[src/skst_ram.sv]
// ----------------------------------------------------------------------------
// skst_ram
// Generic simple dual-port RAM, one write and one registered read port.
// ----------------------------------------------------------------------------
module skst_ram #(
    parameter int WIDTH = 8,
    parameter int DEPTH = 256,
    localparam int AW = $clog2(DEPTH)
) (
    input  logic             clk,
    input  logic             we,
    input  logic [AW-1:0]    waddr,
    input  logic [WIDTH-1:0] wdata,
    input  logic [AW-1:0]    raddr,
    output logic [WIDTH-1:0] rdata
);

    logic [WIDTH-1:0] mem [DEPTH];

    always_ff @(posedge clk)
    begin
        if (we)
        begin
            mem[waddr] <= wdata;
        end
        rdata <= mem[raddr];
    end

endmodule

[config.mk]
export PLATFORM = sky130hd
export DESIGN_NAME = skst_ram
export DESIGN_NICKNAME = d
export VERILOG_FILES = /design/src/skst_ram.sv
export SDC_FILE = /design/constraint.sdc
export NUM_CORES = 2
export LEC_CHECK = 0
export BUFFER_PORTS_ARGS = -buffer_cell sky130_fd_sc_hd__buf_2
export CAP_MARGIN = 10
export CORE_MARGIN = 4
export CORE_UTILIZATION = 50
export DETAILED_ROUTE_END_ITERATION = 6
export PLACE_DENSITY = 0.62
export SETUP_SLACK_MARGIN = 0.5
export SKIP_LAST_GASP = 1
export SYNTH_ARGS = -nofsm -noshare
export SYNTH_HDL_FRONTEND = slang
export SYNTH_SLANG_ARGS = --single-unit
[constraint.sdc]
create_clock -name clk -period 5.8 [get_ports clk]
set_input_delay 1.16 -clock clk [delete_from_list [all_inputs] [get_ports clk]]
set_output_delay 1.16 -clock clk [all_outputs]
set_load 0.01 [all_outputs]
* After elaboration in Yosys (flattened, before gate mapping)
Memory sizes are Yosys's and may differ from the RTL's. A register that Yosys moved wholly into a read port is not among the register bits.
Cells that the tools add are included.
** Storage, ports and cells
- Flip-flop bits (word level) :: 0
- RAM bits :: 2048
- Input bits :: 26
- Output and inout bits :: 8
- Logic and storage cells :: 3
- Memories kept :: 1
** Memory list
- mem :: words 256, bits a word 8, read ports 1, clocked after memory_dff 1, write ports 1, line 18 : logic [WIDTH-1:0] mem [DEPTH];
** Operators by class
- Mux-type cells :: 2
** Operators by type and width (count)
- 2-to-1 mux 1 bit :: 2

* Logic depth before layout (Yosys ltp)
- Depth in word-level cells :: 2
- Depth in mapped cells :: 11
- Depth with buffers taken out :: 6

* Least setup slack after synthesis
Ideal clock, no wire load.
- Kind :: in2reg
- From :: input port raddr[0]
- To :: register rdata[2] (read register of mem)
- Library setup time :: 0.131 ns
- Arrival :: 2.967 ns
- Data required time :: 5.669 ns
- Setup slack :: 2.702 ns
- Stages :: 9
- Path buffers :: 4
- Cells stage by stage :: buf_6 buf_12 buf_8 buf_2 mux4_2 a22oi_1 a21oi_1 nor4_1 nor4_2
** RTL lines
- from (decl) :: line 14 : input logic [AW-1:0] raddr,
- to (decl) :: line 15 : output logic [WIDTH-1:0] rdata

==> results.toml <==
[cells_and_area]
seq_area_um2 = 61700
design_area_um2 = 88900
drive_above_1_share_pct = 22.8
fill_cells = 11600
final_common_cell = "edfxtp_1"
fin_nets = 3892
multi_input_area_um2 = 16500
syn_to_final_growth_pct = 11.8
final_cell_mix = "edfxtp_1 (2048), mux4_2 (454), nor2_1 (279)"

[timing]
fmax_mhz = 240
finalHoldViolations = 0
setup_tns_ns = 0
grt_setup_unrepaired = "no"
worst_clock_skew_ns = 0.0451
maxSlewViolCount = 0
relSlewSlack_pct = 16.1
fin_crit_ns = 4.16
period_share_pct = 71.8
tightest_slew_ns = 1.26
setup_viol = 0

[setup_path]
cp.required_ns = 6.46
arrival_ns = 4.82
setup.worst_path.end_class = "register"
path_max_fanout = 37
startpoint_type = "input port"
worst-setup-path-type = "in2reg"

[cts]
cts_resized = 0
post_cts_buffers = 0
htreeDepth = 4
clockBufferDepth = 3
clk_latency_ns = 0.83
cts-root-buf = "clkbuf_16"
cts_hold_buf = 0
tritoncts = "built"
clkSlewWorstSetupHoldPaths_ns = 0.06
numCtsBuffers = 203
clock_sinks = 2056

[placed_design]
io_buffers = 33
placed_cell_area_um2 = 82300
dp_hpwl_mm = 119
routabilityCongestion = 0.827

[detailed_routing]
routedWlPerCell_um = 32.3
dr.pass1.iters = 6
drt-initial-drc-count = 5119
viasPerCell = 6.31
wirelength_mm = 197
routed-via-count = 38600
drtAntennaViolNets = 0
drc = 0

[floorplanning]
dieArea_um2 = 166000
dieWidth_um = 407
die_h_um = 407
ios = 34
coreArea_um2 = 158000
initial_core_util_pct = 50.3
placementRows = 146

[logic_synthesis]
synth-xor-area-share_pct = 0
synth_top_area_share_pct = 77.3
syn_area_um2 = 79600
synth.area.top_cells = "edfxtp_1 (77%), mux4_2 (13%), mux2i_1 (1.7%)"
synth_warnings = 0
syn_nets = 3759
synth_compound_area_share_pct = 3.42
ys_async_sr_fraction_pct = 0
yosys.area_share.adder_pct = 0
synth_seq_cells = 2056
synth.avg_cell_area_um2 = 21.3
synth_mux_area_share_pct = 14.6
synth_edf_count = 2048
ys.flop_type = "edfxtp_1"
synthDistinctLibCells = 55
seq_area_frac_synth_pct = 77.5
synth_top_family_by_area = "multiplexers"
synth_cells = 3733
yosys.area_share.simple_pct = 2.63
synth_top_area_cell = "edfxtp_1"

[grt]
track_usage_pct = 24.1
grt_max_degree = 162
antenna_found_initial = 14
grt_pass1_wl_mm = 284
grt_pass1_vias = 38500
gr-total-overflow = 0

[power]
p_leak_nw = 27.4
powerDensity_nw_per_um2 = 349
peakVddDrop_v = 0.000349
power_mw = 31.0

[hold_path]
hold_class = "in2reg"

[run]
drv_cap = 0

[outcome]
status = "complete, no violations"
cells in the mapped netlist, types with 2 or more instances:
cell          n
buf_4        27
a2111oi_0     2
nand2_1      33
nor2_1      282
a31oi_1       2
a22oi_1     133
a2111oi_1     2
dfxtp_1       8
buf_1        22
nand2b_1      8
and3b_1       2
nor4_2        3
buf_12        8
o22a_1        5
buf_6        21
o211ai_1     10
o21ai_1       2
nand4_1      10
o221ai_1     46
nand3b_1      2
nand3_1      34
nor2b_1      31
mux4_2      454
clkbuf_1    111
or2_2         4
buf_2        31
nor4_1       24
o21ai_0      10
a22o_1        8
edfxtp_1   2048
o22ai_1      28
buf_8        13
o32ai_1       4
a311oi_1      2
a21oi_1      96
a211oi_1     16
mux2i_1     134
mux4_1        2
nor3_1       22
a221oi_1     13
and2_1        6
final timing paths:
| kind | endpoint | start | cells after the start | slack (ns) |
|---|---|---|---|---|
| setup / recovery | rdata[5] | raddr[0] | 9 | 1.64 |
| hold / removal | mem[95][2] | wdata[2] | 1 | 0.77 |
| setup reg to reg | rdata[5] | mem[83][5] | 6 | 2.73 |
| hold reg to reg | rdata[3] | mem[40][3] | 6 | 0.99 |
power by group:
group,internal (mW),total (mW),switching [mW]
Clock,7.50,13.1,5.63
Sequential,16.4,16.4,0.0273
Combinational,0.508,1.49,0.984
Total,24.4,31.0,6.64
layout make-up:
cell class              instances  share of cell area (%)
flip-flops and latches       2056                    69.3
multi-input cells            1442                    18.6
clock buffers                 251                    5.96
well taps                    2072                    2.92
repair buffers                161                    1.68
clock inverters               125                    1.51
diodes                          9                  0.0253
inverters                       2                 0.00844
flip-flops by register name, indices dropped and copies added, names as in the netlist:
register  cells
mem        2048
rdata         8
through the flow:
step                hold slack, ns  setup slack [ns]  util (%)  std cells
floorplan                    0.770              2.70         -       3733
global placement              1.02             0.780      52.0       5732
detailed placement            1.01             0.805      52.0       5732
CTS                          0.717              1.69      56.2       6108
global route                 0.746              1.48      56.2       6110
finish                       0.773              1.64      56.2       6118
cell families (layout without fill, tap and decap cells):
family,count (synthesis),in the layout
mux,591,591
simple gates,466,466
flops,2056,2056
compound gates,385,385
other cells,0,9
buf+inv,235,539
layer usage:
metal	share of wire, %	up-vias	GRT usage [%]
met1	41	20600	34.8
met3	8.4	283	5.23
li1	-	16000	-
met2	48	1698	38.0
met4	2.3	4	5.97
met5	0.015	-	0
critical path, stage by stage:
cell,delay [ns]
buf_8,0.40
buf_12,0.34
buf_4,0.27
mux4_2,0.53
a22o_1,0.26
a221oi_1,0.52
o32ai_1,0.22
nor3_1,0.88
nor4_1,0.16
No activity file was read; power rests on OpenSTA's default activity.
