File: src/skst_pkg.sv
// ----------------------------------------------------------------------------
// skst_pkg
// Shared types and constants of the saturating kernel stamp unit.
// ----------------------------------------------------------------------------
package skst_pkg;

    localparam int DIM_W   = 9;
    localparam int COORD_W = DIM_W + 1;
    localparam int HALF_W  = 5;
    localparam int SIDE_W  = HALF_W + 1;
    localparam int BYTE_W  = 8;
    localparam int KIDX_W  = 12;
    localparam int REG_IDX_W  = 3;
    localparam int REG_DATA_W = 9;

    typedef enum logic [1:0] {
        CMD_KERNEL_WR = 2'd0,
        CMD_CELL_WR   = 2'd1,
        CMD_CELL_RD   = 2'd2,
        CMD_STAMP     = 2'd3
    } cmd_t;

    localparam logic [REG_IDX_W-1:0] REG_ENABLE      = 3'd0;
    localparam logic [REG_IDX_W-1:0] REG_HALF_WIDTH  = 3'd1;
    localparam logic [REG_IDX_W-1:0] REG_CEILING     = 3'd2;
    localparam logic [REG_IDX_W-1:0] REG_GRID_WIDTH  = 3'd3;
    localparam logic [REG_IDX_W-1:0] REG_GRID_HEIGHT = 3'd4;

    localparam logic STATUS_DONE    = 1'b0;
    localparam logic STATUS_OUTSIDE = 1'b1;

    typedef struct packed {
        logic              enable;
        logic [HALF_W-1:0] half_width;
        logic [BYTE_W-1:0] ceiling;
        logic [DIM_W-1:0]  width;
        logic [DIM_W-1:0]  height;
    } cfg_t;

endpackage

File: src/skst_cfg_if.sv
// ----------------------------------------------------------------------------
// skst_cfg_if
// Register write channel: index and data with valid/ready.
// ----------------------------------------------------------------------------
interface skst_cfg_if;
    logic       valid;
    logic       ready;
    logic [2:0] index;
    logic [8:0] data;

    modport source (output valid, output index, output data, input ready);
    modport sink   (input valid, input index, input data, output ready);
endinterface

File: src/skst_cfg_regs.sv
// ----------------------------------------------------------------------------
// skst_cfg_regs
// Configuration registers and their saturated working values.
// ----------------------------------------------------------------------------
module skst_cfg_regs #(
    parameter int GRID_SIDE      = 256,
    parameter int MAX_HALF_WIDTH = 31
) (
    input  logic          clk,
    input  logic          rst_n,
    skst_cfg_if.sink      cfg,
    output skst_pkg::cfg_t cfg_val
);

    import skst_pkg::*;

    localparam int SIDE_CAP = (GRID_SIDE > 511) ? 511 : GRID_SIDE;
    localparam int HW_CAP   = (MAX_HALF_WIDTH > 31) ? 31 : MAX_HALF_WIDTH;
    localparam logic [DIM_W-1:0]  SIDE_CAP_V = DIM_W'(SIDE_CAP);
    localparam logic [HALF_W-1:0] HW_CAP_V   = HALF_W'(HW_CAP);

    logic              enable_reg;
    logic [HALF_W-1:0] half_width_reg;
    logic [BYTE_W-1:0] ceiling_reg;
    logic [DIM_W-1:0]  width_reg;
    logic [DIM_W-1:0]  height_reg;

    assign cfg.ready = 1'b1;

    always_ff @(posedge clk or negedge rst_n)
    begin
        if (!rst_n)
        begin
            enable_reg     <= 1'b1;
            half_width_reg <= '0;
            ceiling_reg    <= 8'd254;
            width_reg      <= 9'd256;
            height_reg     <= 9'd256;
        end
        else if (cfg.valid)
        begin
            case (cfg.index)
                REG_ENABLE:      enable_reg     <= cfg.data[0];
                REG_HALF_WIDTH:  half_width_reg <= cfg.data[HALF_W-1:0];
                REG_CEILING:     ceiling_reg    <= cfg.data[BYTE_W-1:0];
                REG_GRID_WIDTH:  width_reg      <= cfg.data[DIM_W-1:0];
                REG_GRID_HEIGHT: height_reg     <= cfg.data[DIM_W-1:0];
                default:         ;
            endcase
        end
    end

    always_comb
    begin
        cfg_val.enable     = enable_reg;
        cfg_val.half_width = (half_width_reg > HW_CAP_V) ? HW_CAP_V : half_width_reg;
        cfg_val.ceiling    = ceiling_reg;
        cfg_val.width      = (width_reg > SIDE_CAP_V) ? SIDE_CAP_V : width_reg;
        cfg_val.height     = (height_reg > SIDE_CAP_V) ? SIDE_CAP_V : height_reg;
    end

endmodule

File: src/flat_wrapper.sv
// flat-port wrapper written by rule: the top's interface ports become plain ports
module skst_cfg_regs_flat import skst_pkg::*;
#(
    parameter int GRID_SIDE      = 256,
    parameter int MAX_HALF_WIDTH = 31
)
  (clk, rst_n, cfg_val, cfg_valid, cfg_index, cfg_data, cfg_ready);
  skst_cfg_if cfg_i ();
  input  logic clk;
  input  logic rst_n;
  output skst_pkg::cfg_t cfg_val;
  input wire logic [$bits(cfg_i.valid)-1:0] cfg_valid;
  input wire logic [$bits(cfg_i.index)-1:0] cfg_index;
  input wire logic [$bits(cfg_i.data)-1:0] cfg_data;
  output wire logic [$bits(cfg_i.ready)-1:0] cfg_ready;
  assign cfg_i.valid = cfg_valid;
  assign cfg_i.index = cfg_index;
  assign cfg_i.data = cfg_data;
  assign cfg_ready = cfg_i.ready;
  skst_cfg_regs #(.GRID_SIDE(GRID_SIDE), .MAX_HALF_WIDTH(MAX_HALF_WIDTH)) u_core (.clk(clk), .rst_n(rst_n), .cfg(cfg_i), .cfg_val(cfg_val));
endmodule
File: config.mk
export PLATFORM = sky130hd
export DESIGN_NAME = skst_cfg_regs_flat
export DESIGN_NICKNAME = d
export VERILOG_FILES = /design/src/skst_pkg.sv /design/src/skst_cfg_if.sv /design/src/skst_cfg_regs.sv /design/src/flat_wrapper.sv
export SDC_FILE = /design/constraint.sdc
export NUM_CORES = 1
export LEC_CHECK = 0
export BUFFER_PORTS_ARGS = -buffer_cell sky130_fd_sc_hd__buf_2
export CORE_MARGIN = 2
export CORE_UTILIZATION = 53
export CTS_CLUSTER_SIZE = 16
export DETAILED_ROUTE_END_ITERATION = 6
export PLACE_DENSITY = 0.9
export SYNTH_ARGS = -nofsm -noshare
export SYNTH_HDL_FRONTEND = slang
export SYNTH_SLANG_ARGS = --single-unit
File: constraint.sdc
create_clock -name clk -period 1.5 [get_ports clk]
set_clock_uncertainty 0.15 [all_clocks]
set_input_delay 0.15 -clock clk [delete_from_list [all_inputs] [get_ports clk]]
set_output_delay 0.15 -clock clk [all_outputs]
set_load 0.02 [all_outputs]
After elaboration in Yosys (flattened, before gate mapping)
Cells that the tools add are included.
{"block": "word_totals", "ff_bits": 32, "input_bits": 15, "output_inout_bits": 33}
{"block": "op_classes", "order_cmp": 3, "eq_ne": 4, "mux": 3, "reduce_logical": 6}
{"op": "> comparator 9 bit (second input constant)", "count": 2}
{"op": "2-to-1 mux 9 bit", "count": 2}
{"op": "AND reduction 2 bit", "count": 5}
{"op": "equality test 3 x 2 -> 1 bit (second input constant)", "count": 2}
{"op": "> comparator 5 bit (second input constant)", "count": 1}
{"op": "2-to-1 mux 5 bit", "count": 1}
{"op": "equality test 3 x 1 -> 1 bit (second input constant)", "count": 1}
{"op": "equality test 3 bit (second input constant)", "count": 1}
{"op": "zero test 3 bit", "count": 1}

Longest topological paths before layout
{"block": "logic_depth", "ltp_word": 2, "mapped_depth": 3, "ltp_nobuf": 2}

Worst setup path before layout
No wires, ideal clock.
{"block": "synth_timing", "path_kind": "input-to-reg", "startpoint": "in cfg_index[1]", "endpoint": "reg u_core.height_reg[0]", "setup_time_ns": 0.125, "arrival_time_ns": 0.858, "required_ns": 1.225, "path_slack_ns": 0.366, "path_stages": 3, "path_buffers": 1, "cell_sequence": "and4bb_1 buf_6 mux2_4"}
{"block": "synth_between", "elab_chain_cells": 2}
{"element": "start, declared", "line": "flat_wrapper.sv:13", "source": "input wire logic [$bits(cfg_i.index)-1:0] cfg_index;"}
{"element": "equality test 3 bit", "line": "skst_cfg_regs.sv:42", "source": "case (cfg.index)"}
{"element": "AND reduction 2 bit (no line)"}
{"element": "end signal, assigned", "line": "skst_cfg_regs.sv:47", "source": "REG_GRID_HEIGHT: height_reg <= cfg.data[DIM_W-1:0];"}
{"element": "end, declared", "line": "skst_cfg_regs.sv:26", "source": "logic [DIM_W-1:0] height_reg;"}
Every way passes these cells.
A chain may end at the register's enable or synchronous reset.

==> results.py <==
metrics = {
    "worst_setup_path": {
        "crit_arrival_ns": 1.23,
        "rr_worst_depth": 3,
        "worstSetupStartpoint": "u_core.height_reg[8]$_DFFE_PN1P_",
        "crit_path_start_kind": "flop",
        "critical_path_class": "flop to primary output",
        "cp.required_ns": 1.20,
        "r2r-end": "u_core.width_reg[8]$_DFFE_PN1P_",
        "crit_fanout": 5,
        "r2r_start": "u_core.width_reg[8]$_DFFE_PN1P_",
        "r2r_setup_slack_ns": 0.37,
        "endpoint_kind": "primary output",
    },
    "global_route": {
        "grt_max_degree": 33,
        "grt_pass1_wl_mm": 4.80,
        "track_usage_pct": 20.3,
        "grt_overflow": 0,
        "grt_pass1_vias": 996,
        "antenna_found_initial": 0,
    },
    "sta": {
        "whs_ns": 0.0824,
        "final_hold_viol_count": 0,
        "layout_min_cycle_time_ns": 1.53,
        "drv_slew": 0,
        "setup_viol_count_final": 10,
        "rsz0062_at_grt": "true",
        "fmaxAchievable_mhz": 654,
        "slew_headroom_pct": 54.8,
        "worstMarginPinSlew_ns": 0.678,
        "fin_crit_sh_pct": 102,
        "fin_ws_ns": -0.0292,
    },
    "clocking": {
        "cts-root-buf": "clkbuf_4",
        "clock_latency_ns": 0.34,
        "cts.clk_slew.worst_paths_ns": 0.09,
        "clock-sinks": 32,
        "cts_tree": "built",
        "tritoncts.num_buffers": 5,
        "cts_max_path_buffers": 2,
        "cts_max_level": 2,
    },
    "yosys": {
        "yosysTopAreaCellShare_pct": 37.4,
        "synth_cell_types": 13,
        "synth_flop_cell": "dfrtp_1",
        "syn-num-nets": 112,
        "syn_area_um2": 1470,
        "synthAdderAreaFrac_pct": 0,
        "synth_edf_count": 0,
        "ys_seq_area_share_pct": 55.3,
        "synth.most_common_cell": "dfrtp_1",
        "ys_ff_latch": 32,
        "ys_top_cells_by_count": "22 x dfrtp_1, 17 x mux2_4, 16 x nor2b_1, 15 x mux2_2, 10 x dfstp_2",
        "synth_compound_area_share_pct": 0,
        "synth_area_leader_cell": "dfrtp_1",
        "synth_top_family_by_area": "multiplexers",
        "yosysWarnings": 0,
        "synth.top_cells.by_area": "dfrtp_1 37%, dfstp_2 18%, mux2_4 17%, mux2_2 11%, nor2b_1 6.8%",
        "synthXorXnorAreaFrac_pct": 0,
        "async_flop_share_pct": 100,
        "synth.avg_cell_area_um2": 15.2,
        "yosys.area_share.simple_pct": 11.2,
        "synthCells": 97,
        "muxShareOfSynthArea_pct": 28.9,
    },
    "floorplan": {
        "start_util_pct": 54.7,
        "ios": 48,
        "die-width_um": 56.7,
        "core_um2": 2690,
        "die_area_um2": 3210,
        "die_y_um": 56.7,
        "num_rows": 19,
    },
    "outcome": {
        "status": "finished, violations left",
        "violations": "negative setup slack",
    },
    "placed_design": {
        "dpl_cell_area_um2": 1710,
        "place_hpwl_mm": 1.98,
        "io_buffer_count": 46,
        "place_ws_ns": 0.154,
        "gp_congestion": 0.769,
    },
    "routing": {
        "dr.pass1.iters": 3,
        "vias_per_cell": 5.02,
        "vias": 954,
        "drtAntennaViolNets": 0,
        "wl_per_cell_um": 16.3,
        "post-route-drc-count": 0,
        "wl_mm": 3.10,
        "drtIter0Drc": 17,
    },
    "min_path": {
        "hold_class": "input pin to flop",
        "hold_depth": 3,
        "min_to": "u_core.enable_reg$_DFFE_PN1P_",
        "worstHoldStart": "cfg_index[2]",
    },
    "power": {
        "max-vdd-ir-drop_uv": 1520,
        "combPwrFrac_pct": 35.0,
        "switching_share_pct": 30.4,
        "power_density_nw_per_um2": 1470,
        "p_int_mw": 2.08,
        "leakage_nw": 0.986,
        "power_frac_seq_pct": 40.3,
        "finalPower_mw": 2.99,
        "clkPwrFrac_pct": 24.7,
        "switchingPower_mw": 0.908,
    },
    "finish": {
        "antenna_cells": 0,
        "nFillCells": 168,
        "drive_gt1_share_pct": 71.1,
        "area_growth_pct": 38.6,
        "finalNetCount": 173,
        "final_area_um2": 2040,
    },
    "run": {
        "drv_cap": 0,
    },
}
-- per-stage QoR --
stage / utilization (%) / instances / setup TNS (ns)
6_report: 75.9 / 190 / -0.178
5_1_grt: 75.9 / 190 / -0.841
4_1_cts: 72.5 / 189 / -0.189
3_5_place_dp: 63.7 / 166 / 0
3_3_place_gp: 63.7 / 166 / 0
2_1_floorplan: - / 97 / 0
-- layout make-up --
cell class	count	area (um2)	area share [%]
clock buffer	7	65.1	3.19
clock inverter	1	30.0	1.47
multi-input combinational	54	623	30.6
sequential	32	813	39.9
tap	31	38.8	1.90
timing repair buffer	65	468	23.0
-- critical path, stage by stage, from the launching register on --
cell and delay [ns]:
dfstp_2 0.56, buf_6 0.14, nor2b_1 0.05, buf_2 0.15
-- routing by layer --
layer / GRT usage (%) / wire length, um / vias up
li1: - / - / 444
met1: 25.0 / 1260 / 471
met2: 33.6 / 1610 / 36
met3: 6.91 / 188 / 3
met4: 6.12 / 32 / 0
met5: 0 / 0 / -
-- timing repair --
| action | CTS | global route |
|---|---|---|
| hold endpoints to repair | 54 | 0 |
| buffers inserted | 5 | 1 |
| setup endpoints to repair | 17 | 18 |
| hold buffers | 10 | 0 |
| cloned | 0 | 0 |
| gates resized for setup | 5 | 26 |
-- cell families (layout without fill, tap and decap cells) --
| kind of cell | count (synthesis) | in the layout |
|---|---|---|
| mux | 32 | 32 |
| flops | 32 | 32 |
| simple gates | 21 | 21 |
| buf+inv | 11 | 73 |
| other cells | 1 | 1 |
-- worst max-delay path by stage --
stage                     depth (start not counted)  slack (ns)                          endpoint
after floorplan                                   3        0.37  u_core.height_reg[0]$_DFFE_PN0P_
after global placement                            4        0.18  u_core.height_reg[3]$_DFFE_PN0P_
after detailed placement                          4        0.15  u_core.height_reg[7]$_DFFE_PN0P_
after CTS                                         3       -0.03                        cfg_val[6]
after global routing                              3       -0.07                       cfg_val[12]
final                                             3       -0.03                        cfg_val[1]
-- cells in the final DEF, fill, tap and decap left out, drive strengths merged --
cell / instances
and4bb: 3
buf: 55
bufinv: 1
clkbuf: 7
conb: 1
dfrtp: 22
dfstp: 10
dlygate4sd3: 10
mux2: 32
nand4b: 1
nor2b: 16
nor4b: 1
-- power groups by stage --
stage	Sequential (mW)	Combinational, mW	Clock [mW]
global placement	1.22	0.820	0
floorplan	1.26	0.545	0
finish	1.21	1.05	0.737
global route	1.23	1.11	0.778
detailed placement	1.24	0.832	0
CTS	1.20	0.939	0.750
(Power assumes the default switching activity.)
