--- config.mk ---
export PLATFORM = sky130hd
export DESIGN_NAME = skst_seq_flat
export DESIGN_NICKNAME = d
export VERILOG_FILES = /design/src/skst_pkg.sv /design/src/skst_cmd_if.sv /design/src/skst_res_if.sv /design/src/skst_seq.sv /design/src/flat_wrapper.sv
export SDC_FILE = /design/constraint.sdc
export NUM_CORES = 1
export LEC_CHECK = 0
export BUFFER_PORTS_ARGS = -buffer_cell sky130_fd_sc_hd__clkbuf_2
export CAP_MARGIN = 40
export CELL_PAD_IN_SITES_DETAIL_PLACEMENT = 0
export CELL_PAD_IN_SITES_GLOBAL_PLACEMENT = 1
export CORE_UTILIZATION = 45
export DETAILED_ROUTE_END_ITERATION = 16
export GPL_ROUTABILITY_DRIVEN = 1
export PLACE_DENSITY_LB_ADDON = 0.1
export RECOVER_POWER = 50
export SYNTH_ARGS = -nofsm -noshare
export SYNTH_HDL_FRONTEND = slang
export SYNTH_SLANG_ARGS = --single-unit
--- constraint.sdc ---
create_clock -name clk -period 5.11 [get_ports clk]
set_input_delay 0.2555 -clock clk [delete_from_list [all_inputs] [get_ports clk]]
set_output_delay 0.2555 -clock clk [all_outputs]
set_load 0.05 [all_outputs]
--- src/skst_pkg.sv ---
// ----------------------------------------------------------------------------
// skst_pkg
// Shared types and constants of the saturating kernel stamp unit.
// ----------------------------------------------------------------------------
package skst_pkg;

    localparam int DIM_W   = 9;
    localparam int COORD_W = DIM_W + 1;
    localparam int HALF_W  = 5;
    localparam int SIDE_W  = HALF_W + 1;
    localparam int BYTE_W  = 8;
    localparam int KIDX_W  = 12;
    localparam int REG_IDX_W  = 3;
    localparam int REG_DATA_W = 9;

    typedef enum logic [1:0] {
        CMD_KERNEL_WR = 2'd0,
        CMD_CELL_WR   = 2'd1,
        CMD_CELL_RD   = 2'd2,
        CMD_STAMP     = 2'd3
    } cmd_t;

    localparam logic [REG_IDX_W-1:0] REG_ENABLE      = 3'd0;
    localparam logic [REG_IDX_W-1:0] REG_HALF_WIDTH  = 3'd1;
    localparam logic [REG_IDX_W-1:0] REG_CEILING     = 3'd2;
    localparam logic [REG_IDX_W-1:0] REG_GRID_WIDTH  = 3'd3;
    localparam logic [REG_IDX_W-1:0] REG_GRID_HEIGHT = 3'd4;

    localparam logic STATUS_DONE    = 1'b0;
    localparam logic STATUS_OUTSIDE = 1'b1;

    typedef struct packed {
        logic              enable;
        logic [HALF_W-1:0] half_width;
        logic [BYTE_W-1:0] ceiling;
        logic [DIM_W-1:0]  width;
        logic [DIM_W-1:0]  height;
    } cfg_t;

endpackage

--- src/skst_cmd_if.sv ---
// ----------------------------------------------------------------------------
// skst_cmd_if
// Command channel: one command item per handshake.
// ----------------------------------------------------------------------------
interface skst_cmd_if;
    logic        valid;
    logic        ready;
    logic [1:0]  command;
    logic [7:0]  cell_col;
    logic [7:0]  cell_row;
    logic [11:0] kernel_index;
    logic [7:0]  value;

    modport source (output valid, output command, output cell_col, output cell_row,
                    output kernel_index, output value, input ready);
    modport sink   (input valid, input command, input cell_col, input cell_row,
                    input kernel_index, input value, output ready);
endinterface

--- src/skst_res_if.sv ---
// ----------------------------------------------------------------------------
// skst_res_if
// Result channel: one result item per command.
// ----------------------------------------------------------------------------
interface skst_res_if;
    logic       valid;
    logic       ready;
    logic [7:0] read_value;
    logic       status;

    modport source (output valid, output read_value, output status, input ready);
    modport sink   (input valid, input read_value, input status, output ready);
endinterface

--- src/skst_seq.sv ---
// ----------------------------------------------------------------------------
// skst_seq
// Command sequencer: decodes items, drives the grid and kernel memories,
// and runs the read-add-clamp-write pass of a stamp one cell per cycle.
// ----------------------------------------------------------------------------
module skst_seq #(
    parameter int GRID_SIDE      = 256,
    parameter int MAX_HALF_WIDTH = 31,
    localparam int KDEPTH = (2 * MAX_HALF_WIDTH + 1) * (2 * MAX_HALF_WIDTH + 1),
    localparam int KAW    = $clog2(KDEPTH),
    localparam int GAW    = $clog2(GRID_SIDE * GRID_SIDE)
) (
    input  logic           clk,
    input  logic           rst_n,
    input  skst_pkg::cfg_t cfg_val,
    skst_cmd_if.sink       cmd,
    skst_res_if.source     res,
    output logic           grid_we,
    output logic [GAW-1:0] grid_waddr,
    output logic [7:0]     grid_wdata,
    output logic [GAW-1:0] grid_raddr,
    input  logic [7:0]     grid_rdata,
    output logic           kern_we,
    output logic [KAW-1:0] kern_waddr,
    output logic [7:0]     kern_wdata,
    output logic [KAW-1:0] kern_raddr,
    input  logic [7:0]     kern_rdata
);

    import skst_pkg::*;

    localparam logic [GAW-1:0] SIDE_G = GAW'(GRID_SIDE);

    typedef enum logic [2:0] {
        ST_IDLE,
        ST_DECODE,
        ST_READ,
        ST_STAMP,
        ST_DRAIN,
        ST_DONE
    } state_t;

    state_t             state_reg, state_next;
    cmd_t               cmd_reg, cmd_next;
    logic [KIDX_W-1:0]  kidx_reg, kidx_next;
    logic [BYTE_W-1:0]  val_reg, val_next;
    logic [COORD_W-1:0] col_reg, col_next;
    logic [COORD_W-1:0] row_reg, row_next;
    logic [COORD_W-1:0] col_base_reg, col_base_next;
    logic [SIDE_W-1:0]  x_reg, x_next;
    logic [SIDE_W-1:0]  y_reg, y_next;
    logic [KAW-1:0]     kaddr_reg, kaddr_next;
    logic               p_valid_reg, p_valid_next;
    logic               p_wr_reg, p_wr_next;
    logic [GAW-1:0]     p_addr_reg, p_addr_next;
    logic [BYTE_W-1:0]  rvalue_reg, rvalue_next;
    logic               status_reg, status_next;
    logic               out_valid_reg, out_valid_next;
    logic [BYTE_W-1:0]  out_value_reg, out_value_next;
    logic               out_status_reg, out_status_next;

    logic               pos_ok;
    logic [GAW-1:0]     cur_addr;
    logic [COORD_W-1:0] h_ext;
    logic [SIDE_W-1:0]  last_pos;
    logic               kern_ok;
    logic [BYTE_W:0]    sum;
    logic [BYTE_W-1:0]  clamped;
    logic               out_free;

    assign pos_ok = !col_reg[COORD_W-1] && !row_reg[COORD_W-1]
                 && (col_reg[COORD_W-2:0] < cfg_val.width)
                 && (row_reg[COORD_W-2:0] < cfg_val.height);
    assign cur_addr = GAW'(row_reg) * SIDE_G + GAW'(col_reg);
    assign h_ext    = COORD_W'(cfg_val.half_width);
    assign last_pos = {cfg_val.half_width, 1'b0};
    assign kern_ok  = int'(kidx_reg) < KDEPTH;
    assign sum      = {1'b0, grid_rdata} + {1'b0, kern_rdata};
    assign clamped  = (sum > {1'b0, cfg_val.ceiling}) ? cfg_val.ceiling : sum[BYTE_W-1:0];
    assign out_free = !out_valid_reg || res.ready;

    assign cmd.ready      = (state_reg == ST_IDLE);
    assign res.valid      = out_valid_reg;
    assign res.read_value = out_value_reg;
    assign res.status     = out_status_reg;

    always_comb
    begin
        state_next      = state_reg;
        cmd_next        = cmd_reg;
        kidx_next       = kidx_reg;
        val_next        = val_reg;
        col_next        = col_reg;
        row_next        = row_reg;
        col_base_next   = col_base_reg;
        x_next          = x_reg;
        y_next          = y_reg;
        kaddr_next      = kaddr_reg;
        p_valid_next    = 1'b0;
        p_wr_next       = pos_ok;
        p_addr_next     = cur_addr;
        rvalue_next     = rvalue_reg;
        status_next     = status_reg;
        out_valid_next  = out_valid_reg && !res.ready;
        out_value_next  = out_value_reg;
        out_status_next = out_status_reg;

        grid_we    = p_valid_reg && p_wr_reg;
        grid_waddr = p_addr_reg;
        grid_wdata = clamped;
        grid_raddr = cur_addr;
        kern_we    = 1'b0;
        kern_waddr = KAW'(kidx_reg);
        kern_wdata = val_reg;
        kern_raddr = kaddr_reg;

        case (state_reg)
            ST_IDLE:
            begin
                if (cmd.valid)
                begin
                    cmd_next   = cmd_t'(cmd.command);
                    kidx_next  = cmd.kernel_index;
                    val_next   = cmd.value;
                    col_next   = COORD_W'(cmd.cell_col);
                    row_next   = COORD_W'(cmd.cell_row);
                    state_next = ST_DECODE;
                end
            end
            ST_DECODE:
            begin
                status_next = STATUS_DONE;
                rvalue_next = '0;
                state_next  = ST_DONE;
                if (cmd_reg == CMD_KERNEL_WR)
                begin
                    if (kern_ok)
                    begin
                        kern_we = 1'b1;
                    end
                    else
                    begin
                        status_next = STATUS_OUTSIDE;
                    end
                end
                else if (!pos_ok)
                begin
                    status_next = STATUS_OUTSIDE;
                end
                else
                begin
                    case (cmd_reg)
                        CMD_CELL_WR:
                        begin
                            grid_we    = 1'b1;
                            grid_waddr = cur_addr;
                            grid_wdata = val_reg;
                        end
                        CMD_CELL_RD:
                        begin
                            state_next = ST_READ;
                        end
                        CMD_STAMP:
                        begin
                            if (cfg_val.enable)
                            begin
                                col_next      = col_reg - h_ext;
                                row_next      = row_reg - h_ext;
                                col_base_next = col_reg - h_ext;
                                x_next        = '0;
                                y_next        = '0;
                                kaddr_next    = '0;
                                state_next    = ST_STAMP;
                            end
                        end
                        default: ;
                    endcase
                end
            end
            ST_READ:
            begin
                rvalue_next = grid_rdata;
                state_next  = ST_DONE;
            end
            ST_STAMP:
            begin
                p_valid_next = 1'b1;
                kaddr_next   = kaddr_reg + KAW'(1);
                if (x_reg == last_pos)
                begin
                    x_next   = '0;
                    col_next = col_base_reg;
                    if (y_reg == last_pos)
                    begin
                        state_next = ST_DRAIN;
                    end
                    else
                    begin
                        y_next   = y_reg + SIDE_W'(1);
                        row_next = row_reg + COORD_W'(1);
                    end
                end
                else
                begin
                    x_next   = x_reg + SIDE_W'(1);
                    col_next = col_reg + COORD_W'(1);
                end
            end
            ST_DRAIN:
            begin
                state_next = ST_DONE;
            end
            ST_DONE:
            begin
                if (out_free)
                begin
                    out_valid_next  = 1'b1;
                    out_value_next  = rvalue_reg;
                    out_status_next = status_reg;
                    state_next      = ST_IDLE;
                end
            end
            default:
            begin
                state_next = ST_IDLE;
            end
        endcase
    end

    always_ff @(posedge clk or negedge rst_n)
    begin
        if (!rst_n)
        begin
            state_reg      <= ST_IDLE;
            cmd_reg        <= CMD_KERNEL_WR;
            kidx_reg       <= '0;
            val_reg        <= '0;
            col_reg        <= '0;
            row_reg        <= '0;
            col_base_reg   <= '0;
            x_reg          <= '0;
            y_reg          <= '0;
            kaddr_reg      <= '0;
            p_valid_reg    <= 1'b0;
            p_wr_reg       <= 1'b0;
            p_addr_reg     <= '0;
            rvalue_reg     <= '0;
            status_reg     <= STATUS_DONE;
            out_valid_reg  <= 1'b0;
            out_value_reg  <= '0;
            out_status_reg <= STATUS_DONE;
        end
        else
        begin
            state_reg      <= state_next;
            cmd_reg        <= cmd_next;
            kidx_reg       <= kidx_next;
            val_reg        <= val_next;
            col_reg        <= col_next;
            row_reg        <= row_next;
            col_base_reg   <= col_base_next;
            x_reg          <= x_next;
            y_reg          <= y_next;
            kaddr_reg      <= kaddr_next;
            p_valid_reg    <= p_valid_next;
            p_wr_reg       <= p_wr_next;
            p_addr_reg     <= p_addr_next;
            rvalue_reg     <= rvalue_next;
            status_reg     <= status_next;
            out_valid_reg  <= out_valid_next;
            out_value_reg  <= out_value_next;
            out_status_reg <= out_status_next;
        end
    end

    a_pipe_in_stamp: assert property (@(posedge clk) disable iff (!rst_n)
        p_valid_reg |-> (state_reg == ST_STAMP || state_reg == ST_DRAIN))
        else $error("stamp write-back outside of a stamp pass");

    a_kaddr_range: assert property (@(posedge clk) disable iff (!rst_n)
        (state_reg == ST_STAMP) |-> (int'(kaddr_reg) < KDEPTH))
        else $error("kernel address beyond store");

    a_clamp: assert property (@(posedge clk) disable iff (!rst_n)
        (p_valid_reg && p_wr_reg) |-> (grid_wdata <= cfg_val.ceiling))
        else $error("stamped cell above ceiling");

    a_result_from_done: assert property (@(posedge clk) disable iff (!rst_n)
        (out_valid_reg && !$past(out_valid_reg && !res.ready)) |->
            ($past(state_reg) == ST_DONE))
        else $error("result item loaded outside the done step");

endmodule

--- src/flat_wrapper.sv ---
// flat-port wrapper written by rule: the top's interface ports become plain ports
module skst_seq_flat import skst_pkg::*;
#(
    parameter int GRID_SIDE      = 256,
    parameter int MAX_HALF_WIDTH = 31,
    localparam int KDEPTH = (2 * MAX_HALF_WIDTH + 1) * (2 * MAX_HALF_WIDTH + 1),
    localparam int KAW    = $clog2(KDEPTH),
    localparam int GAW    = $clog2(GRID_SIDE * GRID_SIDE)
)
  (clk, rst_n, cfg_val, grid_we, grid_waddr, grid_wdata, grid_raddr, grid_rdata, kern_we, kern_waddr, kern_wdata, kern_raddr, kern_rdata, cmd_valid, cmd_command, cmd_cell_col, cmd_cell_row, cmd_kernel_index, cmd_value, cmd_ready, res_valid, res_read_value, res_status, res_ready);
  skst_cmd_if cmd_i ();
  skst_res_if res_i ();
  input  logic clk;
  input  logic rst_n;
  input  skst_pkg::cfg_t cfg_val;
  output logic grid_we;
  output logic [GAW-1:0] grid_waddr;
  output logic [7:0] grid_wdata;
  output logic [GAW-1:0] grid_raddr;
  input  logic [7:0] grid_rdata;
  output logic kern_we;
  output logic [KAW-1:0] kern_waddr;
  output logic [7:0] kern_wdata;
  output logic [KAW-1:0] kern_raddr;
  input  logic [7:0] kern_rdata;
  input wire logic [$bits(cmd_i.valid)-1:0] cmd_valid;
  input wire logic [$bits(cmd_i.command)-1:0] cmd_command;
  input wire logic [$bits(cmd_i.cell_col)-1:0] cmd_cell_col;
  input wire logic [$bits(cmd_i.cell_row)-1:0] cmd_cell_row;
  input wire logic [$bits(cmd_i.kernel_index)-1:0] cmd_kernel_index;
  input wire logic [$bits(cmd_i.value)-1:0] cmd_value;
  output wire logic [$bits(cmd_i.ready)-1:0] cmd_ready;
  output wire logic [$bits(res_i.valid)-1:0] res_valid;
  output wire logic [$bits(res_i.read_value)-1:0] res_read_value;
  output wire logic [$bits(res_i.status)-1:0] res_status;
  input wire logic [$bits(res_i.ready)-1:0] res_ready;
  assign cmd_i.valid = cmd_valid;
  assign cmd_i.command = cmd_command;
  assign cmd_i.cell_col = cmd_cell_col;
  assign cmd_i.cell_row = cmd_cell_row;
  assign cmd_i.kernel_index = cmd_kernel_index;
  assign cmd_i.value = cmd_value;
  assign cmd_ready = cmd_i.ready;
  assign res_valid = res_i.valid;
  assign res_read_value = res_i.read_value;
  assign res_status = res_i.status;
  assign res_i.ready = res_ready;
  skst_seq #(.GRID_SIDE(GRID_SIDE), .MAX_HALF_WIDTH(MAX_HALF_WIDTH)) u_core (.clk(clk), .rst_n(rst_n), .cfg_val(cfg_val), .cmd(cmd_i), .res(res_i), .grid_we(grid_we), .grid_waddr(grid_waddr), .grid_wdata(grid_wdata), .grid_raddr(grid_raddr), .grid_rdata(grid_rdata), .kern_we(kern_we), .kern_waddr(kern_waddr), .kern_wdata(kern_wdata), .kern_raddr(kern_raddr), .kern_rdata(kern_rdata));
endmodule
# ---- Word-level counts from Yosys, hierarchy flattened
# Index checks and enable logic that the tools add are counted.
dict set report word_totals {
  inputBits 90
  register_bits 116
  elab_cells 136
  output_inout_bits 85
  ram_bits 0
  mem_bits_ro 0
  n_memories 0
  latchBits 0
}
dict set report op_classes {
  bitwise_logic 1
  eq_ne 19
  muxes 61
  shifts 0
  mul 0
  add_sub_neg 9
  reduce_logical 24
  div 0
  order_cmp 4
}
# op n
set op_table {}
lappend op_table {{$mux W10} 13}
lappend op_table {{$mux W16} 4}
lappend op_table {{$pmux W10 S3} 2}
lappend op_table {{$mux W12} 4}
lappend op_table {{$mux W6} 7}
lappend op_table {{$mux W8} 5}
lappend op_table {{$pmux W12 S2} 1}
lappend op_table {{$pmux W6 S2} 2}
lappend op_table {{$mux W3} 7}
lappend op_table {{$add A10 B1 Y10 const B} 2}
lappend op_table {{$sub A10 B5 Y10} 2}
lappend op_table {{$lt A9 B9 Y1} 2}
lappend op_table {{$add A16 B10 Y16} 1}
lappend op_table {{$pmux W8 S2} 1}
lappend op_table {{$pmux W3 S5} 1}
lappend op_table {{$mux W1} 13}
lappend op_table {{$add A12 B1 Y12 const B} 1}
lappend op_table {{$add A6 B1 Y6 const B} 2}
lappend op_table {{$eq A6 B6 Y1} 2}
lappend op_table {{$lt A12 B12 Y1 const B} 1}
lappend op_table {{$ne A2 B1 Y1 const B} 5}
lappend op_table {{$reduce_and A5 Y1} 2}
lappend op_table {{$add A8 B8 Y9} 1}
lappend op_table {{$gt A9 B8 Y1} 1}
lappend op_table {{21 further kinds} 36}

# ---- Longest topological paths before layout
# Gate-level depths: netlist of the first run.
dict set report logic_depth {
  ltp_word 7
  ltp_mapped 15
  depth_no_buf 15
}

# ---- Least setup slack after synthesis of the first run
# No wires, ideal clock.
dict set report synth_timing {
  kind {input to output}
  start {in grid_rdata[0]}
  end {out grid_wdata[0]}
  t_arrival_ps 3682
  path_stages 15
  t_required_ps 4854
  path_slack_ps 1172
  n_path_buf 0
  path_cell_list {ha_1 > fa_1 > a211oi_1 > nor2_1 > o21a_1 > nor2_1 > xnor2_1 > ha_1 > o21a_1 > o21a_1 > o32ai_1 > nor2_1 > a21oi_2 > mux2i_1 > a21oi_1}
}
dict set report synth_between {
  elab_chain_len 7
}
# element line_no
set synth_rtl {}
lappend synth_rtl {{start, declared} flat_wrapper.sv:20} ;# input logic [7:0] grid_rdata;
lappend synth_rtl {{$add A8 B8 Y9 (*)} skst_seq.sv:78} ;# assign sum = {1'b0, grid_rdata} + {1'b0, kern_rdata};
lappend synth_rtl {{$gt A9 B8 Y1} skst_seq.sv:79} ;# assign clamped = (sum > {1'b0, cfg_val.ceiling}) ? cfg_val.ceiling : sum[BYTE_W-1:0];
lappend synth_rtl {{$mux W8 (*)} skst_seq.sv:79}
lappend synth_rtl {{$mux W8} skst_seq.sv:152} ;# case (cmd_reg)
lappend synth_rtl {{$mux W8} skst_seq.sv:146} ;# else if (!pos_ok)
lappend synth_rtl {{$mux W8} skst_seq.sv:135} ;# if (cmd_reg == CMD_KERNEL_WR)
lappend synth_rtl {{$mux W8 (*)} skst_seq.sv:117} ;# case (state_reg)
lappend synth_rtl {{end, declared} flat_wrapper.sv:18} ;# output logic [7:0] grid_wdata;
# Mark *: on every way between the ends. The rest lies on a longest branch, timed or not.

# ---- Worst setup path after layout of the first run
dict set report layout_timing {
  start {in grid_rdata[0]}
  end {out grid_wdata[2]}
}
# Same word-level chain as after synthesis.

==> results of run 1 <==
-- Yosys cell counts (7+ instances only) --
master / n / area share [%]
a211oi_1: 7 / 0.70
a21oi_1: 35 / 2.3
a22oi_1: 10 / 1.0
and3_1: 9 / 0.75
buf_4: 8 / 0.80
clkbuf_1: 20 / 1.0
dfrtp_1: 116 / 39
ha_1: 54 / 9.0
inv_1: 50 / 2.5
mux2_2: 56 / 8.4
mux2i_1: 9 / 1.2
nand2_1: 80 / 4.0
nand3_1: 24 / 1.6
nand4_1: 10 / 0.83
nor2_1: 60 / 3.0
nor2b_1: 8 / 0.67
nor3_1: 21 / 1.4
o211ai_1: 10 / 1.0
o21ai_0: 66 / 4.4
xnor2_1: 36 / 4.2
xor2_1: 18 / 2.1
-- per-layer routing --
metal  GRT usage [%]  share of wire, %
met1            32.7                46
met5               0                 0
met3            4.90               4.7
met2            40.8                47
met4            8.10               1.9
-- layout make-up --
type	count	share of cell area (%)
clock buffers	17	4.68
clock inverters	15	1.49
inverters	52	2.15
multi-input cells	600	46.5
flip-flops and latches	116	32.0
well taps	216	2.98
repair buffers	186	10.2
-- report_power, final --
group          internal, mW  leakage [nW]  switching, mW
combinational          1.08          2.53           2.34
clock                 0.669         0.262          0.452
sequential             1.26          1.49          0.379
total                  3.00          4.28           3.17
-- stage by stage --
step | worst slack [ns] | cells | total power, mW | hold slack [ns] | utilization [%]
final | 1.00 | 1202 | 6.17 | 0.0588 | 56.4
after global routing | 0.468 | 1202 | 6.60 | 0.0650 | 56.4
after CTS | 1.04 | 1201 | 6.24 | 0.0537 | 56.8
after detailed placement | 1.07 | 1168 | 5.09 | 0.214 | 53.2
after global placement | 1.11 | 1164 | 4.99 | 0.458 | 52.8
after floorplan | 1.17 | 807 | 4.26 | -0.0401 | -
-- logic make-up (layout without fill, tap and decap cells) --
family | Yosys count | in the layout | synth area share [%]
AOI/OAI and AO/OA | 176 | 176 | 14.6
xor gates and xnor gates | 54 | 54 | 6.29
adders and majority gates | 58 | 58 | 10.1
buffers and inverters | 91 | 270 | 5.18
DFF | 116 | 116 | 38.6
muxes | 65 | 65 | 9.59
and+or+nand+nor | 247 | 247 | 15.7
-- timing repair --
item / 4_1_cts / 5_1_grt
hold endpoints to repair: 29 / 0
hold buffers: 1 / 0
buffers inserted: 0 / 0
-- cell usage in the layout, fill, tap and decap left out, drive strengths merged, types with 10 or more instances in the layout --
| cell | instances |
|---|---|
| xnor2 | 36 |
| a22oi | 10 |
| o211ai | 10 |
| xor2 | 18 |
| inv | 52 |
| a21oi | 38 |
| nand2 | 82 |
| o21ai | 67 |
| nor2 | 61 |
| nand3 | 24 |
| clkbuf | 192 |
| buf | 10 |
| ha | 54 |
| nand4 | 10 |
| mux2 | 56 |
| nor3 | 22 |
| dfrtp | 116 |
-- worst max-delay path, stage by stage --
cell	delay, ns
clkbuf_2	0.09
ha_1	0.21
fa_1	0.44
a211oi_1	0.23
nor2_1	0.11
o21a_1	0.18
nor2_1	0.11
xnor2_1	0.17
ha_1	0.31
o21a_1	0.12
o21a_1	0.16
o32ai_1	0.24
nor2_1	0.09
a21oi_2	0.11
buf_4	0.20
mux2_2	0.35
mux2_2	0.26
clkbuf_2	0.23
-- path summary, 6_finish.rpt --
| path | end | cells past startpoint | startpoint |
|---|---|---|---|
| setup / recovery | grid_wdata[2] | 18 | grid_rdata[0] |
| hold / removal | u_core.cmd_reg[1] | 3 | cmd_command[1] |
| setup reg to reg | u_core.row_reg[9] | 10 | u_core.state_reg[1] |
| hold reg to reg | u_core.col_base_reg[0] | 2 | u_core.col_base_reg[0] |
| max in group asynchronous | u_core.p_addr_reg[9] | 4 | rst_n |
| min in group asynchronous | u_core.p_addr_reg[5] | 2 | rst_n |
==> summary.md, run 1 <==
| Metric | Value |
|---|---|
| EDFF count, synth | `0` |
| Final Critical Period | `4.11 ns` |
| Synth unique cells | `65` |
| Outcome | `finished, violations left` |
| Final Hold Fails | `0` |
| Final number of setup-violating endpoints | `0` |
| Layout cell share with drive strength beyond 1 | `around a quarter` |
| Mapped cell area | `7520 um^2` |
| Vias | `6494` |
| Clk_skew | `0.00741 ns` |
| Max Freq | `243 MHz` |
| CTS root buffer | `clkbuf_16` |
| CTS sink cnt | `between 100 and 150` |
| Worst-path clk slew | `0.06 ns` |
| TNS Setup | `0 ns` |
| Syn-to-layout area delta | `20.9%` |
| Worst path required time | `4.85 ns` |
| Die X | `131 um` |
| CTS tree | `built` |
| Area post-placement | `8580 um^2` |
| CTS max path bufs | `2` |
| Initial drt markers | `314` |
| Crit Path Max Fanout | `8` |
| Number of diodes | `0` |
| Leakage power | `4.28 nW` |
| Worst-Skew Late Latency | `0.41 ns` |
| Pins Over Slew Limit | `71` |
| Syn. warnings | `0` |
| Die span in y | `131 um` |
| Fill cells | `1522` |
| Gp weighted congestion | `0.858` |
| Initial antenna violation count | `0` |
| FF-to-FF setup slack | `1.50 ns` |
| Overall routing resource usage | `24.8%` |
| Power per Cell Area | `680 nW/um^2` |
| Period utilisation layout | `between 80% and 90%` |
| # port buffers | `174` |
| Maxcap violations | `2` |
| Post-Syn Area per Cell | `9.31 um^2` |
| Num rows | `46` |
| Cells after Synth | `807` |
| H-tree levels | `4` |
| Top FF cell, synth | `dfrtp_1` |
| Post-Syn Nets | `955` |
| Num CTS Buffers | `17` |
| Failing checks | `max-capacitance violations, max-slew violations` |
| Ys async rst share | `100%` |
| TritonRoute pass-1 iters | `5` |
| NumNets Final | `1121` |
| Core area | `16100 um^2` |
| Reg area | `approximately 2900 um^2` |
| Multi-input gate area | `4220 um^2` |
| Antenna-violating nets left | `0` |
| Maximum vdd drop | `0.000357 V` |
| Seq/Total Area, Yosys | `38.6%` |
| Setup CP Type | `in -> out` |
| First-pass GRT wire length | `roughly 34 mm` |
| HP Class | `in -> reg` |
| Slew margin rel. | `-46.1%` |
| Cells resized by post-CTS repair | `0` |
| Max reg flops | `16` |
| Slew @ Worst Pin | `2.19 ns` |
| Pin count of the biggest net entering global routing | `49` |
| Grt total ovfl | `0` |
| Data arrival, critical path | `3.85 ns` |
| RSZ-0062 raised after global routing | `no` |
| Starting density of the core | `46.6%` |
| DRC Markers | `0` |
| Final WL | `a little over 20 mm` |
| Crit. End Element | `primary output` |
| Vias per inst | `around 5.4` |
| WL per Instance | `17.1 um` |
| Vias in the first global route | `6612` |
| Die area | `17200 um^2` |
| Startpoint Class | `primary input` |
| DP HPWL | `15.6 mm` |
| IO Pins | `around 180` |
| #FFs+latches synth | `116` |
| Design Area, Final | `9080 um^2` |
Note: power is estimated with default switching activity, not from simulation.
==> run 2: changes to the inputs <==
--- a/config.mk
+++ b/config.mk
@@ -9,7 +9,7 @@
 export CAP_MARGIN = 40
 export CELL_PAD_IN_SITES_DETAIL_PLACEMENT = 0
 export CELL_PAD_IN_SITES_GLOBAL_PLACEMENT = 1
-export CORE_UTILIZATION = 45
+export CORE_UTILIZATION = 37
 export DETAILED_ROUTE_END_ITERATION = 16
 export GPL_ROUTABILITY_DRIVEN = 1
 export PLACE_DENSITY_LB_ADDON = 0.1
==> constraint.sdc (replaced) <==
create_clock -name clk -period 3.7 [get_ports clk]
set_input_delay 0.185 -clock clk [delete_from_list [all_inputs] [get_ports clk]]
set_output_delay 0.185 -clock clk [all_outputs]
set_load 0.05 [all_outputs]
==> summary.md, run 2 (same netlist as run 1, synthesis figures left out) <==
| Metric | Value |
|---|---|
| CTS max path bufs | `2 (unchanged)` |
| Slew margin rel. | `-5.71% (+40 points)` |
| Initial antenna violation count | `0 (unchanged)` |
| Worst r2r src | `u_core.state_reg[0]` |
| First-pass GRT wire length | `33.4 mm (-2.1%)` |
| Slowest cell delay on critical path | `0.35 ns (-0.09 ns)` |
| Fill cells | `1906 (+25%)` |
| Initial drt markers | `321 (+2.2%)` |
| Non-Filler Instances | `1287 (+7.1%)` |
| DRC Markers | `0 (unchanged)` |
| Grt peak-use layer | `met2` |
| Clk_skew | `0.00930 ns (+0.00189 ns)` |
| Sequential power share | `24.0% (-2.5 points)` |
| Slew @ Worst Pin | `1.59 ns (-0.605 ns)` |
| Die X | `145 um (+10%)` |
| Worst-Skew Late Latency | `0.42 ns (about the same)` |
| # port buffers | `174 (unchanged)` |
| Data arrival, critical path | `3.33 ns (-0.52 ns)` |
| Multi-input gate area | `4290 um^2 (+1.7%)` |
| CTS tree | `built` |
| Met2 global-route usage | `32.2% (-8.5 points)` |
| Clock Power Share | `19.8% (+1.6 points)` |
| Num rows | `51 (+11%)` |
| Num CTS Buffers | `17 (unchanged)` |
| Die area | `20900 um^2 (+21%)` |
| Antenna-violating nets left | `0 (unchanged)` |
| Grt total ovfl | `0 (unchanged)` |
| Maximum vdd drop | `0.000465 V (+30%)` |
| Crit-path cells | `clkbuf_2 > ha_2 > fa_2 > a211oi_2 > nor2_1 > o21a_1 > nor2_2 > xnor2_2 > ha_2 > a22oi_1 > o211ai_1 > o32ai_2 > nor2_1 > a21oi_2 > mux2_2 > mux2_2 > buf_6` |
| Worst-path clk slew | `0.05 ns (about the same)` |
| H-tree levels | `4 (unchanged)` |
| Commonest non-fill, non-tap cells in the layout | `129 x clkbuf_2, 116 x dfrtp_1, 80 x nand2_1` |
| Vias per inst | `5.13 (-5.1%)` |
| Setup CP Type | `in -> out` |
| Reg area | `2900 um^2 (unchanged)` |
| Overall routing resource usage | `21.1% (-3.8 points)` |
| CP delay by family, top | `compound AO/OA/AOI/OAI gates` |
| Worst setup startpoint | `grid_rdata[0]` |
| NumNets Final | `1158 (+3.3%)` |
| WP buf/inv | `2 (-1)` |
| RSZ-0062 raised after global routing | `no` |
| TritonRoute pass-1 iters | `4 (-1)` |
| IO Pins | `175 (unchanged)` |
| Final Hold Fails | `0 (unchanged)` |
| Final number of setup-violating endpoints | `0 (unchanged)` |
| Max Freq | `284 MHz` |
| CTS sink cnt | `116 (unchanged)` |
| Commonest non-fill, non-tap cell in the layout | `clkbuf_2` |
| Hold Startpoint | `cmd_value[7]` |
| Net Sw Frac | `49.7% (-1.7 points)` |
| Setup repair bufs after CTS | `0 (unchanged)` |
| Max reg flops | `16 (unchanged)` |
| Number of diodes | `0 (unchanged)` |
| Syn-to-layout area delta | `27.4%` |
| Core area | `19700 um^2 (+22%)` |
| Leakage power | `4.48 nW (+4.7%)` |
| Pwr Total | `8.85 mW (+43%)` |
| Crit. End Element | `primary output` |
| Die span in y | `145 um (+10%)` |
| Vias in the first global route | `6156 (-6.9%)` |
| Switching pwr | `4.40 mW (+39%)` |
| Final WL | `21.3 mm (+3.5%)` |
| DP HPWL | `15.9 mm (+1.9%)` |
| Layout cell share with drive strength beyond 1 | `26.2% (+2.7 points)` |
| Pint | `4.45 mW (+48%)` |
| Failing checks | `max-capacitance violations, max-slew violations` |
| Pin count of the biggest net entering global routing | `61 (+24%)` |
| Finished Core Util | `48.6% (-7.8 points)` |
| HP Class | `in -> reg` |
| TNS Setup | `0 ns (unchanged)` |
| Logic pwr share | `56.2% (+0.9 points)` |
| Maxcap violations | `1 (-1)` |
| Startpoint Class | `primary input` |
| Starting density of the core | `38.1% (-8.5 points)` |
| Slowest cell on the critical path | `fa_2` |
| Final Critical Period | `3.52 ns` |
| M1 GR Usage | `30.4% (-2.3 points)` |
| WL per Instance | `16.5 um (-3.3%)` |
| Vias | `6598 (+1.6%)` |
| CTS root buffer | `clkbuf_16` |
| Power per Cell Area | `925 nW/um^2 (+36%)` |
| Gp weighted congestion | `0.838 (-2.3%)` |
| Worst path required time | `3.51 ns (-1.34 ns)` |
| Crit Path Max Fanout | `3 (-5)` |
| Period utilisation layout | `95.1%` |
| Outcome | `finished, violations left` |
| Placed Cells | `1234 (+5.7%)` |
| Grt met3 use | `3.28% (-1.6 points)` |
| Pins Over Slew Limit | `61 (-14%)` |
[run 2: cell count changes in the layout (fill, tap and decap cells not counted), sizes merged]
cell and change:
clkinv -3, inv -2, clkinvlp -1, dlygate4sd3 +21, bufinv +3, buf +15
clkbuf +3
[run 2: power groups by stage]
stage	logic, mW	registers [mW]	clock network (mW)
2_1_floorplan	3.27	2.63	0
3_3_place_gp	5.02	2.14	0
3_5_place_dp	5.02	2.15	0
4_1_cts	5.07	2.12	1.79
5_1_grt	5.45	2.19	1.84
6_report	4.98	2.12	1.76
[run 2: final timing paths]
path / slack, ns / cells after the start / endpoint
min in group asynchronous: 0.68 / 2 / u_core.p_addr_reg[15]
worst min-delay path: 0.02 / 2 / u_core.kern_wdata[7]
max in group asynchronous: 0.82 / 3 / u_core.kern_waddr[6]
worst max register to register: 0.64 / 11 / u_core.row_reg[9]
worst max-delay path: 0.18 / 17 / grid_wdata[2]
worst min register to register: 0.48 / 2 / u_core.status_reg
[run 2: final cells by class]
cell class,count,share of cell area [%]
Clock buffer,19,4.63
Clock inverter,12,1.90
Inverter,52,2.04
Multi-Input combinational cell,600,44.9
Sequential cell,116,30.3
Tap cell,265,3.46
Timing Repair Buffer,223,12.8
[run 2: routing by layer]
layer / share of wire [%] / vias up / wire (um)
li1: - / 3265 / -
met1: 50 / 3173 / 10700
met2: 45 / 143 / 9640
met3: 3.4 / 17 / 731
met4: 1.2 / 0 / 247
met5: 0 / - / 0
[run 2: timing repair]
action | 4_1_cts | 5_1_grt
pin swaps | 0 | 3
endpoints found under the setup margin | 1 | 8
endpoints found under the hold margin | 80 | 0
resized for setup | 1 | 18
hold buffers | 22 | 0
[run 2: metrics by stage]
step	instance area, um^2	setup slack [ns]	hold slack (ns)
2_1_floorplan	7540	0.0800	-0.111
3_3_place_gp	8770	0.0541	0.324
3_5_place_dp	8770	0.00780	0.324
4_1_cts	9620	0.0150	0.00149
5_1_grt	9570	0.0202	0.0159
6_report	9570	0.183	0.0154
==> run 3: changes to the inputs <==
--- a/config.mk
+++ b/config.mk
@@ -5,11 +5,12 @@
 export SDC_FILE = /design/constraint.sdc
 export NUM_CORES = 1
 export LEC_CHECK = 0
+export ABC_AREA = 1
 export BUFFER_PORTS_ARGS = -buffer_cell sky130_fd_sc_hd__clkbuf_2
 export CAP_MARGIN = 40
 export CELL_PAD_IN_SITES_DETAIL_PLACEMENT = 0
 export CELL_PAD_IN_SITES_GLOBAL_PLACEMENT = 1
-export CORE_UTILIZATION = 37
+export CORE_UTILIZATION = 36
 export DETAILED_ROUTE_END_ITERATION = 16
 export GPL_ROUTABILITY_DRIVEN = 1
 export PLACE_DENSITY_LB_ADDON = 0.1
==> summary.md, run 3 <==
| Metric | Value |
|---|---|
| Outcome | `finished, violations left` |
| Failing checks | `max-capacitance violations, max-slew violations` |
| Cells after Synth | `1017 (+26%)` |
| Period utilisation layout | `89.0% (-6.1 points)` |
| Data arrival, critical path | `3.11 ns (-0.22 ns)` |
| Syn-to-layout area delta | `23.7%` |
| Startpoint Class | `flop` |
| Die span in y | `150 um (+4.0%)` |
| CTS max path bufs | `2 (unchanged)` |
| Crit. End Element | `primary output` |
| Post-Synth Adder-Cell Area | `9.55% (-0.51 points)` |
| Slowest cell on the critical path | `dfrtp_1` |
| Final number of setup-violating endpoints | `0 (unchanged)` |
| Initial antenna violation count | `0 (unchanged)` |
| EDFF count, synth | `0 (unchanged)` |
| Ys async rst share | `100% (unchanged)` |
| Synth cell count leaders | `255 x nand2_1, 124 x inv_1, 116 x dfrtp_1, 77 x nand3_1, 60 x nor2_1` |
| RSZ-0062 raised after global routing | `no` |
| Crit Reg-Reg Endpoint | `u_core.x_reg[5]` |
| Final WL | `23.2 mm (+9.2%)` |
| Max reg flops | `16 (unchanged)` |
| First-pass GRT wire length | `36.6 mm (+9.9%)` |
| WL per Instance | `15.5 um (-6.6%)` |
| Starting density of the core | `37.2% (-0.93 points)` |
| TritonRoute pass-1 iters | `5 (+1)` |
| Slowest cell delay on critical path | `0.46 ns (+0.11 ns)` |
| Post-synthesis simple-gate area fraction | `25.9% (+10 points)` |
| CTS sink cnt | `116 (unchanged)` |
| Final hold slack | `0.0164 ns (+0.000997 ns)` |
| Max Freq | `304 MHz (+6.8%)` |
| Synth unique cells | `51 (-22%)` |
| #FFs+latches synth | `116 (unchanged)` |
| Gp weighted congestion | `0.848 (+1.2%)` |
| Power per Cell Area | `966 nW/um^2 (+4.5%)` |
| Worst r2r src | `u_core.state_reg[1]` |
| Slew margin rel. | `-7.49% (-1.8 points)` |
| HP Class | `in -> reg` |
| Worst-Skew Late Latency | `0.43 ns (about the same)` |
| Design Area, Final | `9790 um^2 (+2.3%)` |
| Final Critical Period | `3.29 ns (-0.225 ns)` |
| Num rows | `53 (+3.9%)` |
| WP buf/inv | `5 (+3)` |
| Main combinational cell family by area after synthesis | `simple AND/OR/NAND/NOR gates` |
| Top post-synthesis cells by area | `dfrtp_1 37%, nand2_1 12%, ha_1 8.5%` |
| # port buffers | `174 (unchanged)` |
| Number of diodes | `0 (unchanged)` |
| Die area | `22600 um^2 (+8.1%)` |
| DRC Markers | `0 (unchanged)` |
| CTS tree | `built` |
| Pin count of the biggest net entering global routing | `60 (-1.6%)` |
| Initial drt markers | `322 (+0.31%)` |
| Hold depth | `2 (unchanged)` |
| Post-Synth XOR/XNOR Area | `5.20% (-1.1 points)` |
| Leading area contributor after synthesis | `dfrtp_1` |
| Area post-placement | `9080 um^2 (+3.5%)` |
| Post-Syn Area per Cell | `7.78 um^2 (-16%)` |
| Seq/Total Area, Yosys | `36.7% (-2.0 points)` |
| TNS Setup | `0 ns (unchanged)` |
| FF-to-FF setup slack | `1.03 ns (+0.39 ns)` |
| Min-Delay Endpoint | `u_core.kern_wdata[7]` |
| Clk_skew | `0.00918 ns (-0.000114 ns)` |
| CTS root buffer | `clkbuf_16` |
| CP delay by family, top | `simple AND/OR/NAND/NOR gates` |
| Final Hold Fails | `0 (unchanged)` |
| Overall routing resource usage | `21.4% (+0.30 points)` |
| Maxcap violations | `2 (+1)` |
| Top FF cell, synth | `dfrtp_1` |
| Antenna-violating nets left | `0 (unchanged)` |
| Worst path required time | `3.51 ns (about the same)` |
| Layout cell share with drive strength beyond 1 | `19.3% (-6.9 points)` |
| Maximum vdd drop | `0.000441 V (-5.0%)` |
| Syn. warnings | `0 (unchanged)` |
| Die X | `150 um (+4.0%)` |
| Crit Path Max Fanout | `34 (+31)` |
| DP HPWL | `17.6 mm (+11%)` |
| Vias | `7248 (+9.9%)` |
| Commonest non-fill, non-tap cells in the layout | `255 x nand2_1, 134 x clkbuf_2, 124 x inv_1` |
| Post-Syn Nets | `1165 (+22%)` |
| Synth top area share | `36.7% (-2.0 points)` |
| Vias per inst | `4.82 (-6.0%)` |
| Core area | `21300 um^2 (+8.0%)` |
| Leakage power | `5.05 nW (+13%)` |
| Mapped cell area | `7920 um^2 (+5.3%)` |
| Num CTS Buffers | `17 (unchanged)` |
| Fill cells | `2283 (+20%)` |
| Setup CP Type | `reg -> out` |
| Crit-path cells | `inv_2 > nor2_2 > nand2_2 > inv_2 > nand2_1 > nor2_4 > inv_4 > or2_0 > nand2_1 > inv_1 > clkbuf_2` |
| Worst-path clk slew | `0.06 ns (about the same)` |
| Multiplexer area fraction after synthesis | `3.35% (-6.2 points)` |
| Commonest non-fill, non-tap cell in the layout | `nand2_1` |
| Synth Area in Compound Gates | `10.5% (-4.0 points)` |
| Hold Startpoint | `cmd_value[7]` |
| IO Pins | `175 (unchanged)` |
| H-tree levels | `4 (unchanged)` |
| NumNets Final | `1364 (+18%)` |
| Pins Over Slew Limit | `119 (+95%)` |
| Top-count cell post-synth | `nand2_1` |
| Worst r2r path cells | `10 (-1)` |
| Grt total ovfl | `0 (unchanged)` |
| Vias in the first global route | `6961 (+13%)` |
| Finished Core Util | `46.0% (-2.6 points)` |
| Pwr Total | `9.46 mW (+6.8%)` |
| Slew @ Worst Pin | `1.61 ns (+0.0267 ns)` |
==> run 3: cell type report <==
type,count,area (um^2),area share (%)
inverters,136,518,5.29
well taps,275,344,3.51
multi-input cells,734,4320,44.1
repair buffers,211,1130,11.5
clock inverters,15,158,1.61
clock buffers,17,425,4.35
flip-flops and latches,116,2900,29.6
==> run 3: cells by family after synthesis <==
kind of cell	Yosys count
compound gates	147
xor+xnor	47
fa+ha+maj	58
buf+inv	167
flops	116
mux	24
simple gates	458
==> run 3: power breakdown <==
part           internal [mW]  switching (mW)  total, mW
Sequential              1.80           0.450       2.25
Combinational           1.52            4.04       5.56
Clock                  0.953           0.698       1.65
Total                   4.27            5.19       9.46
==> run 3: how the worst max path moves through the flow <==
| stage | start | to | slack (ns) | cells after the start |
|---|---|---|---|---|
| floorplan | grid_rdata[0] | grid_wdata[7] | 0.72 | 20 |
| global placement | grid_rdata[0] | grid_wdata[7] | 0.44 | 22 |
| global route | rst_n | u_core.y_reg[1] | 0.09 | 3 |
| finish | u_core.state_reg[0] | grid_wdata[7] | 0.41 | 11 |
| CTS | u_core.state_reg[0] | grid_wdata[7] | 0.18 | 11 |
| detailed placement | grid_rdata[0] | grid_wdata[7] | 0.40 | 22 |
==> run 3: repair_timing <==
| action | 4_1_cts | 5_1_grt |
|---|---|---|
| endpoints found under the setup margin | 0 | 1 |
| endpoints found under the hold margin | 78 | 0 |
| resized for setup | 0 | 2 |
| hold buffers | 22 | 0 |
| buffers inserted | 0 | 0 |
==> run 3: routing by layer <==
| layer | wire [um] | global-route usage (%) |
|---|---|---|
| met1 | 10700 | 27.9 |
| met2 | 11400 | 36.3 |
| met3 | 861 | 4.03 |
| met4 | 218 | 5.00 |
| met5 | 0 | 0 |
==> run 3: through the flow <==
| stage | worst slack, ns | cells |
|---|---|---|
| after global routing | 0.0934 | 1504 |
| after CTS | 0.183 | 1504 |
| after detailed placement | 0.399 | 1450 |
| after global placement | 0.440 | 1450 |
| final | 0.408 | 1504 |
| after floorplan | 0.723 | 1017 |
